## config.mk

```make
export PLATFORM = sky130hd
export DESIGN_NAME = obs_ctrl
export DESIGN_NICKNAME = d
export VERILOG_FILES = /design/src/obs_pkg.sv /design/src/obs_ctrl.sv
export SDC_FILE = /design/constraint.sdc
export NUM_CORES = 1
export LEC_CHECK = 0
export BUFFER_PORTS_ARGS = -buffer_cell sky130_fd_sc_hd__buf_2
export CAP_MARGIN = 10
export CORE_AREA = 2 2 39 41
export CTS_CLUSTER_DIAMETER = 80
export DETAILED_ROUTE_END_ITERATION = 16
export DIE_AREA = 0 0 41 43
export PLACE_DENSITY = 0.42
export SYNTH_ARGS = -nofsm -noshare
export SYNTH_HDL_FRONTEND = slang
export SYNTH_SLANG_ARGS = --single-unit
```

## constraint.sdc

```tcl
create_clock -name i_clk -period 1.29 [get_ports i_clk]
set_clock_uncertainty 0.2 [all_clocks]
set_input_delay 0.258 -clock i_clk [delete_from_list [all_inputs] [get_ports i_clk]]
set_output_delay 0.258 -clock i_clk [all_outputs]
set_load 0.02 [all_outputs]
```

## src/obs_pkg.sv

```systemverilog
`timescale 1ns / 1ps
// ----------------------------------------------------------------------------
// obs_pkg: shared types, constants and bit-search helpers
// Two-level 64-ary bitmap set with successor and predecessor search.
// ----------------------------------------------------------------------------
package obs_pkg;

    localparam int WORD_W     = 64;
    localparam int BIT_IDX_W  = 6;
    localparam int LEAF_DEPTH = 64;
    localparam int KEY_W      = 14;
    localparam int UNIV_W     = 13;
    localparam int SLOT_W     = 12;
    localparam int ACTION_W   = 3;

    localparam logic [UNIV_W-1:0] CAPACITY = 13'd4096;
    localparam logic [KEY_W-1:0]  POS_NONE = 14'h3FFF;

    typedef enum logic [ACTION_W-1:0] {
        ACT_INSERT = 3'd0,
        ACT_ERASE  = 3'd1,
        ACT_SUCC   = 3'd2,
        ACT_PRED   = 3'd3,
        ACT_MEMBER = 3'd4
    } t_action;

    typedef enum logic [1:0] {
        S_IDLE,
        S_EVAL1,
        S_EVAL2,
        S_DONE
    } t_state;

    typedef struct packed {
        logic accept;
        logic eval1;
        logic eval2;
        logic load_out;
    } t_cmd;

    typedef struct packed {
        logic no_result;
        logic second;
    } t_stat;

    // index of the lowest set bit, zero for an empty word
    function automatic logic [BIT_IDX_W-1:0] find_first(input logic [WORD_W-1:0] w);
        logic [BIT_IDX_W-1:0] n;
        n = '0;
        for (int k = WORD_W - 1; k >= 0; k--) begin
            if (w[k]) begin
                n = BIT_IDX_W'(k);
            end
        end
        return n;
    endfunction

    // index of the highest set bit, zero for an empty word
    function automatic logic [BIT_IDX_W-1:0] find_last(input logic [WORD_W-1:0] w);
        logic [BIT_IDX_W-1:0] n;
        n = '0;
        for (int k = 0; k < WORD_W; k++) begin
            if (w[k]) begin
                n = BIT_IDX_W'(k);
            end
        end
        return n;
    endfunction

    // a found successor at or above the universe reports the universe
    function automatic logic [KEY_W-1:0] clamp_succ(input logic [SLOT_W-1:0] p,
                                                    input logic [UNIV_W-1:0] u);
        logic [UNIV_W-1:0] p13;
        p13 = {1'b0, p};
        return (p13 >= u) ? {1'b0, u} : {2'b00, p};
    endfunction

endpackage

```

## src/obs_ctrl.sv

```systemverilog
`timescale 1ns / 1ps
// ----------------------------------------------------------------------------
// obs_ctrl: sequencing state machine
// Steps one transaction through accept, leaf word evaluation, an optional
// second leaf read and, for transactions with a result, the hand-off into the output register.
// ----------------------------------------------------------------------------
module obs_ctrl (
    input  logic          i_clk,
    input  logic          i_rst_n,
    input  logic          i_s_tvalid,
    output logic          o_s_tready,
    output logic          o_m_tvalid,
    input  logic          i_m_tready,
    output obs_pkg::t_cmd o_cmd,
    input  obs_pkg::t_stat i_stat
);
    import obs_pkg::*;

    t_state r_state, n_state;
    logic   r_out_valid, n_out_valid;
    logic   out_free;

    assign out_free = !r_out_valid || i_m_tready;

    always_comb begin
        n_state = r_state;
        case (r_state)
            S_IDLE: begin
                if (i_s_tvalid) begin
                    n_state = S_EVAL1;
                end
            end
            S_EVAL1: begin
                if (i_stat.no_result) begin
                    n_state = S_IDLE;
                end else if (i_stat.second) begin
                    n_state = S_EVAL2;
                end else begin
                    n_state = S_DONE;
                end
            end
            S_EVAL2: begin
                n_state = S_DONE;
            end
            S_DONE: begin
                if (out_free) begin
                    n_state = S_IDLE;
                end
            end
            default: begin
                n_state = S_IDLE;
            end
        endcase
    end

    always_comb begin
        o_cmd      = '0;
        o_s_tready = 1'b0;
        case (r_state)
            S_IDLE: begin
                o_s_tready   = 1'b1;
                o_cmd.accept = i_s_tvalid;
            end
            S_EVAL1: begin
                o_cmd.eval1 = 1'b1;
            end
            S_EVAL2: begin
                o_cmd.eval2 = 1'b1;
            end
            S_DONE: begin
                o_cmd.load_out = out_free;
            end
            default: begin
                o_cmd = '0;
            end
        endcase
    end

    // hold the result until the downstream side takes it
    always_comb begin
        n_out_valid = r_out_valid;
        if (o_cmd.load_out) begin
            n_out_valid = 1'b1;
        end else if (i_m_tready) begin
            n_out_valid = 1'b0;
        end
    end

    always_ff @(posedge i_clk) begin
        if (!i_rst_n) begin
            r_state     <= S_IDLE;
            r_out_valid <= 1'b0;
        end else begin
            r_state     <= n_state;
            r_out_valid <= n_out_valid;
        end
    end

    assign o_m_tvalid = r_out_valid;

endmodule

```

==> summary.md, run 1 <==
| Metric | Value |
|---|---|
| CTS clk-pin slew, worst paths | 0.04 ns |
| # hold bufs at CTS | 0 |
| Drt via density | 3.509 |
| Net Sw Frac | 29.16% |
| Initial Util | 12.30% |
| Pre-CTS WS | 0.02403 ns |
| Final WS setup | -0.1260 ns |
| Post-synthesis register bit count | 3 |
| Net count, final | 46 |
| Critical Path Source Type | flip-flop |
| RSZ-0062 raised after global routing | true |
| Seq/Total Area, Yosys | 35.29% |
| Clock root cell | clkbuf_4 |
| Syn Area/Cell | 8.508 µm² |
| First-pass GRT wire length | 579 µm |
| Setup Fix Bufs, Post-CTS | 0 |
| Via count | 193 |
| Worst path top cell family by delay | flip-flops |
| Share of cells above drive strength 1 | 71.79% |
| Starting DRT DRC Count | 3 |
| Post-Syn Instances | 20 |
| Unique masters post-synth | 15 |
| Syn Nets | 26 |
| Clock network power share | 41.9% |
| # fillers | 166 |
| Die ar. | 1763 µm² |
| CP cell instances | and2b_2 > buf_6 |
| R2R Setup Slk | 0.17 ns |
| Hold Slack | 0.07480 ns |
| Leak Pwr | 0.1703 nW |
| Residual DRC | 0 |
| WP data arrival | 0.96 ns |
| Fin. Hold Viols | 0 |
| Power density over the cells | 1163 nW/µm² |
| Peak supply drop | 0.0004157 V |
| DIE WIDTH | 41 µm |
| Int Pwr | 287.5 µW |
| Synthesized area | 170.2 µm² |
| Failing checks | negative setup slack |
| Max Cap Violations | 0 |
| Buffers on Ports | 11 |
| Diodes inserted | 0 |
| CTS HTree Levels | 1 |
| Std-Cell Rows | 14 |
| Clock tree sinks | 3 |
| Initial antenna violation count | 0 |
| Type of the most critical hold path | primary input to flip-flop |
| Placed inst area | 284.0 µm² |
| Most frequent cells in the layout | 6 x buf_2, 6 x buf_4, 4 x buf_6 |
| HPWL Detailed | 318.7 µm |
| Final ANT Viol Nets | 0 |
| Worst Setup End Kind | primary output |
| CTS tree | yes |
| Bufs and invs on worst path | 1 |
| Maximum clock insertion buffer count | 2 |
| Core ar. | 1384 µm² |
| Die height | 43 µm |
| Post-Layout Cell Count | 55 |
| Overflow after GRT | 0 |
| Worst Tran Pin Value | 0.2136 ns |
| Vias in the first global route | 160 |
| Total GRT Usage | 5.422% |
| Combinational share of power | 30.1% |
| Inserted Clock Buffers | 3 |
| I/O pins | 12 |
| Synth Warn # | 0 |
| CP Data Required Time | 0.83 ns |
| Post-Route WL | 440 µm |
| Worst Setup Path Type | flip-flop to primary output |
| Final Setup Violations | 5 |
| Avg WL per Cell | 8.000 µm |
| Psw | 118.4 µW |
| Design area | 349.1 µm² |
| Crit path largest cell delay | 0.37 ns |
| Final worst-path cycle share | 109.8% |
| Routability-driven placement congestion ratio | 0.6397 |
| Setup TNS | -0.4271 ns |
| Status | complete, but fails checks |
| Max Freq | 0.7062 GHz |
| Sequential share of power | 28.0% |
| Slowest cell on crit path | dfxtp_4 |
| Critical path peak fanout | 6 |
| Syn-to-layout area delta | 105.1% |
| Fin. max-slew vios | 0 |
| Placed cells | 51 |
| DRT Pass-1 Iters | 2 |
| Period minus WS final | 1.416 ns |
| Clock network latency to the later pin of the worst-skew pair | 0.24 ns |
| Rel. slew slack | 85.65% |
| Largest net degree at the start of global routing | 7 |
## cells in the mapped netlist
cell	count	area share (%)
nand2_1	1	2.2
inv_1	1	2.2
nor2b_1	1	3.7
o21ai_1	1	2.9
a21oi_1	2	5.9
and2b_2	1	5.1
nor2b_4	1	8.1
o21ai_2	1	5.1
dfxtp_1	3	35
nor2_1	3	6.6
and2_1	1	3.7
buf_4	1	4.4
nor3_1	1	2.9
and2b_1	1	4.4
nor3b_2	1	7.4
## through the flow
step	total power, mW	utilization [%]
floorplan	0.1732	-
global placement	0.2147	20.52
detailed placement	0.2139	20.52
CTS	0.4120	24.59
global route	0.4291	25.23
finish	0.4058	25.23
## cell type report
type	instances	area, µm²	area share [%]
timing repair buffer	16	120.1	34.41
multi-input combinational	15	111.4	31.90
sequential	3	67.56	19.35
clock buffer	4	26.28	7.527
tap	16	20.02	5.735
inverter	1	3.754	1.075
## repair_timing
item                       CTS  global route
pin swaps                    0             3
gates resized for setup     12             3
gates cloned                 0             0
setup endpoints to repair    5             5
## metal layers
metal | track usage, % | wire length, µm
met5 | 0 | 0
met4 | 6.000 | 0
met3 | 3.141 | 67
met2 | 5.938 | 166
met1 | 6.431 | 205
## power groups by stage
| stage | clock [mW] | combinational, mW | sequential [mW] |
|---|---|---|---|
| floorplan | 0 | 0.0577 | 0.115 |
| global placement | 0 | 0.102 | 0.113 |
| detailed placement | 0 | 0.101 | 0.113 |
| CTS | 0.178 | 0.121 | 0.113 |
| global route | 0.181 | 0.133 | 0.115 |
| finish | 0.170 | 0.122 | 0.114 |
## tightest hold or removal path: cells and delay by family
family	cells	cell delay, ns
and+or+nand+nor	1	0.04
AOI/OAI and AO/OA	1	0.06
buffers and inverters	1	0.11
## kinds of logic after synthesis
family,share of synthesized area (%)
DFF,35.30
and+or+nand+nor,44.12
AOI/OAI and AO/OA,13.97
buffers and inverters,6.617
## worst paths after layout
check,endpoint,cells past startpoint,start
worst max-delay path,o_cmd[1],2,r_state[0]
worst min-delay path,r_state[0],3,i_rst_n
worst max register to register,flip-flop,4,o_m_tvalid
worst min register to register,r_state[0],2,r_state[0]
Power figures use the tool's default switching activity.
==> run 2: changes to the inputs <==
--- a/config.mk
+++ b/config.mk
@@ -11,7 +11,6 @@
 export CTS_CLUSTER_DIAMETER = 80
 export DETAILED_ROUTE_END_ITERATION = 16
 export DIE_AREA = 0 0 41 43
-export PLACE_DENSITY = 0.42
 export SYNTH_ARGS = -nofsm -noshare
 export SYNTH_HDL_FRONTEND = slang
 export SYNTH_SLANG_ARGS = --single-unit
==> summary.md, run 2 (same netlist as run 1, synthesis figures left out) <==
| Metric | Value |
|---|---|
| Failing checks | negative setup slack |
| Diodes inserted | 0 |
| Core ar. | 1384 µm² |
| CP Data Required Time | 0.83 ns |
| Leak Pwr | 0.1707 nW |
| Initial Util | 12.30% |
| Fin. Hold Viols | 0 |
| Die height | 43 µm |
| Die ar. | 1763 µm² |
| Maximum clock insertion buffer count | 2 |
| Type of the most critical hold path | primary input to flip-flop |
| Std-Cell Rows | 14 |
| Most frequent cells in the layout | 6 x buf_2, 5 x buf_6, 5 x buf_4 |
| Period minus WS final | 1.407 ns |
| Post-Route WL | 384 µm |
| DRT Pass-1 Iters | 2 |
| # hold bufs at CTS | 0 |
| Final WS setup | -0.1173 ns |
| Rel. slew slack | 85.88% |
| Worst Setup Path Type | flip-flop to primary output |
| Power density over the cells | 1148 nW/µm² |
| Starting DRT DRC Count | 4 |
| Worst Tran Pin Value | 0.2102 ns |
| Hold depth | 2 |
| Clock root cell | clkbuf_4 |
| Inserted Clock Buffers | 3 |
| Clock network latency to the later pin of the worst-skew pair | 0.23 ns |
| Critical Path Source Type | flip-flop |
| Via count | 191 |
| Max Cap Violations | 0 |
| I/O pins | 12 |
| Placed cells | 51 |
| CTS tree | yes |
| Buffers on Ports | 11 |
| Placed inst area | 284.0 µm² |
| HPWL Detailed | 311.8 µm |
| Share of cells above drive strength 1 | 69.23% |
| Status | complete, but fails checks |
| Residual DRC | 0 |
| Power, Total | 402.1 µW |
| Routability-driven placement congestion ratio | 0.5963 |
| Avg WL per Cell | 6.982 µm |
| DIE WIDTH | 41 µm |
| Worst reg2reg path depth | 4 |
| CTS HTree Levels | 1 |
| Drt via density | 3.473 |
| Peak supply drop | 0.0002540 V |
| Syn-to-layout area delta | 105.9% |
| Most common cell after layout, fill and taps aside | buf_2 |
| First-pass GRT wire length | 593 µm |
| Worst Setup End Kind | primary output |
| CTS clk-pin slew, worst paths | 0.04 ns |
| WP data arrival | 0.95 ns |
| Net count, final | 46 |
| Max Freq | 0.7106 GHz |
| Clock tree sinks | 3 |
| Overflow after GRT | 0 |
| Final ANT Viol Nets | 0 |
| RSZ-0062 raised after global routing | true |
| Final worst-path cycle share | 109.1% |
| Largest net degree at the start of global routing | 7 |
| Final Setup Violations | 4 |
| Fin. max-slew vios | 0 |
| Critical path peak fanout | 6 |
| Total GRT Usage | 5.717% |
| Design area | 350.3 µm² |
| Vias in the first global route | 172 |
| Post-Layout Cell Count | 55 |
| Pre-CTS WS | 0.01185 ns |
| Initial antenna violation count | 0 |
run 2: cell count changes in the layout (fill, tap and decap cells not counted):
cell,change
nand2_1,+1
buf_4,-1
nand2_2,-1
buf_6,+1
run 2: layer usage:
layer  global-route usage (%)  wire (µm)  vias up
met5                        0          0        -
met4                    8.000          6        0
met3                    3.141         26        2
met2                    7.813        220        5
met1                    4.487        130       83
li1                         -          -      101
run 2: path summary, 6_finish.rpt:
kind / slack (ns) / to / from
setup / recovery: -0.12 / o_cmd[1] / r_state[0]
setup reg to reg: 0.16 / r_state[0] / o_m_tvalid
hold reg to reg: 0.42 / r_state[0] / r_state[0]
hold / removal: 0.08 / o_m_tvalid / i_rst_n
run 2: critical path, cell delays in order, from the launching register on:
cell and delay (ns):
dfxtp_4 0.37, and2b_2 0.22, buf_6 0.12
run 2: cell type report:
type,instances,area (µm²)
Inverter,1,3.754
Sequential cell,3,67.56
Tap cell,16,20.02
Fill cell,168,1033
Timing Repair Buffer,16,123.9
Multi-Input combinational cell,15,108.9
Clock buffer,4,26.28
run 2: where the power goes:
group | leakage, nW | internal, mW | switching [mW]
sequential | 0.0259 | 0.101 | 0.0127
combinational | 0.130 | 0.0733 | 0.0499
clock | 0.0150 | 0.116 | 0.0491
total | 0.171 | 0.290 | 0.112
run 2: repair_timing:
item,CTS,global route
endpoints found under the setup margin,5,5
resized for setup,15,0
buffers inserted,0,0
pin swaps,0,1
run 2: through the flow:
stage	utilization (%)	hold slack, ns	setup TNS (ns)
final	25.32	0.08393	-0.4307
after CTS	25.32	0.08055	-0.4709
after global routing	25.32	0.09639	-0.5622
after global placement	20.52	0.3250	0
after floorplan	-	0.1862	0
after detailed placement	20.52	0.3258	0
==> run 3: changes to the inputs <==
--- a/config.mk
+++ b/config.mk
@@ -11,6 +11,7 @@
 export CTS_CLUSTER_DIAMETER = 80
 export DETAILED_ROUTE_END_ITERATION = 16
 export DIE_AREA = 0 0 41 43
+export SETUP_SLACK_MARGIN = 0.02
 export SYNTH_ARGS = -nofsm -noshare
 export SYNTH_HDL_FRONTEND = slang
 export SYNTH_SLANG_ARGS = --single-unit
==> summary.md, run 3 (same netlist as run 1, synthesis figures left out) <==
| Metric | Value |
|---|---|
| Metal2 WL | 220 µm |
| Final worst-path cycle share | 109.1% |
| Type of the most critical hold path | primary input to flip-flop |
| Combinational share of power | 30.6% |
| Final Setup Violations | 4 |
| Starting DRT DRC Count | 4 |
| Met1 Wirelength | 130 µm |
| Fin. Hold Viols | 0 |
| Clock network latency to the later pin of the worst-skew pair | 0.23 ns |
| Total GRT Usage | 5.717% |
| Max Freq | 0.7106 GHz |
| Period minus WS final | 1.407 ns |
| Initial Util | 12.30% |
| Worst Tran Pin Value | 0.2101 ns |
| Final WS setup | -0.1173 ns |
| RSZ-0062 raised after global routing | true |
| Via count | 192 |
| CTS tree | yes |
| Post-layout util | 25.32% |
| Highest routing layer actually used | met4 |
| Worst Setup Path Type | flip-flop to primary output |
| Met3 routed WL | 26 µm |
| Worst Setup End Kind | primary output |
| Net Sw Frac | 27.78% |
| Rel. slew slack | 85.88% |
| Net count, final | 46 |
| Die height | 43 µm |
| Core ar. | 1384 µm² |
| Buffers on Ports | 11 |
| Syn-to-layout area delta | 105.9% |
| CTS HTree Levels | 1 |
| I/O pins | 12 |
| Most common cell after layout, fill and taps aside | buf_2 |
| Routability-driven placement congestion ratio | 0.5963 |
| Clock root cell | clkbuf_4 |
| Critical path peak fanout | 6 |
| Drt via density | 3.491 |
| Int Pwr | 290.4 µW |
| WP data arrival | 0.95 ns |
| Initial antenna violation count | 0 |
| Psw | 111.7 µW |
| DIE WIDTH | 41 µm |
| Placed cells | 51 |
| Power, Total | 402.1 µW |
| Post-Layout Cell Count | 55 |
| Vias in the first global route | 172 |
| HPWL Detailed | 311.8 µm |
| Residual DRC | 0 |
| Clock network power share | 41.1% |
| Diodes inserted | 0 |
| # fillers | 168 |
| Peak supply drop | 0.0002539 V |
| Inserted Clock Buffers | 3 |
| Max Cap Violations | 0 |
| Avg WL per Cell | 6.964 µm |
| Largest net degree at the start of global routing | 7 |
| Status | complete, but fails checks |
| Std-Cell Rows | 14 |
| Sequential share of power | 28.3% |
| Die ar. | 1763 µm² |
| Pre-CTS WS | 0.01185 ns |
| CTS clk-pin slew, worst paths | 0.04 ns |
| Maximum clock insertion buffer count | 2 |
| DRT Pass-1 Iters | 2 |
| Overflow after GRT | 0 |
| Power density over the cells | 1148 nW/µm² |
| Fin. max-slew vios | 0 |
| Setup Fix Bufs, Post-CTS | 0 |
| Failing checks | negative setup slack |
| Share of cells above drive strength 1 | 69.23% |
| Critical Path Source Type | flip-flop |
| Clock tree sinks | 3 |
| Most frequent cells in the layout | 6 x buf_2, 5 x buf_6, 5 x buf_4 |
| Setup TNS | -0.4269 ns |
| Final ANT Viol Nets | 0 |
| CP Data Required Time | 0.83 ns |
| First-pass GRT wire length | 593 µm |
| Post-Route WL | 383 µm |
| # hold bufs at CTS | 0 |
| Leak Pwr | 0.1707 nW |
run 3: cell counts in the layout (fill, tap and decap cells not counted):
Identical to the previous run, type by type.
run 3: critical path, stage by stage, from the launching register on:
cell and delay [ns]:
dfxtp_4 0.37, and2b_2 0.22, buf_6 0.12
run 3: cell type report:
class                   count  area, µm²  area share (%)
inverters                   1      3.754           1.071
repair buffers             16      123.9           35.36
flip-flops and latches      3      67.56           19.29
multi-input cells          15      108.9           31.07
clock buffers               4      26.28           7.500
well taps                  16      20.02           5.714
run 3: repair_timing:
item / CTS / global route
pin swaps: 1 / 1
setup endpoints to repair: 5 / 5
gates resized for setup: 15 / 0
run 3: worst paths after layout:
kind	start	endpoint	slack [ns]	cells after the start
worst min-delay path	i_rst_n	o_m_tvalid	0.08	2
worst max register to register	o_m_tvalid	r_state[0]	0.16	4
worst min register to register	r_state[0]	r_state[0]	0.42	2
worst max-delay path	r_state[0]	o_cmd[1]	-0.12	2
run 3: stage by stage:
| stage | area, µm² | hold WS, ns |
|---|---|---|
| CTS | 350.3 | 0.08055 |
| global route | 350.3 | 0.09639 |
| detailed placement | 284.0 | 0.3258 |
| finish | 350.3 | 0.08393 |
| global placement | 284.0 | 0.3250 |
| floorplan | 178.9 | 0.1862 |
run 3: layer usage:
layer	GRT usage, %	vias to the layer above
met5	0	-
met4	8.000	0
met3	3.141	2
met2	7.813	5
met1	4.487	83
li1	-	102
run 3: power groups by stage:
| stage | sequential [mW] | clock [mW] | combinational [mW] |
|---|---|---|---|
| floorplan | 0.115 | 0 | 0.0577 |
| global placement | 0.113 | 0 | 0.0995 |
| detailed placement | 0.114 | 0 | 0.0998 |
| CTS | 0.114 | 0.173 | 0.125 |
| global route | 0.115 | 0.178 | 0.133 |
| finish | 0.114 | 0.165 | 0.123 |
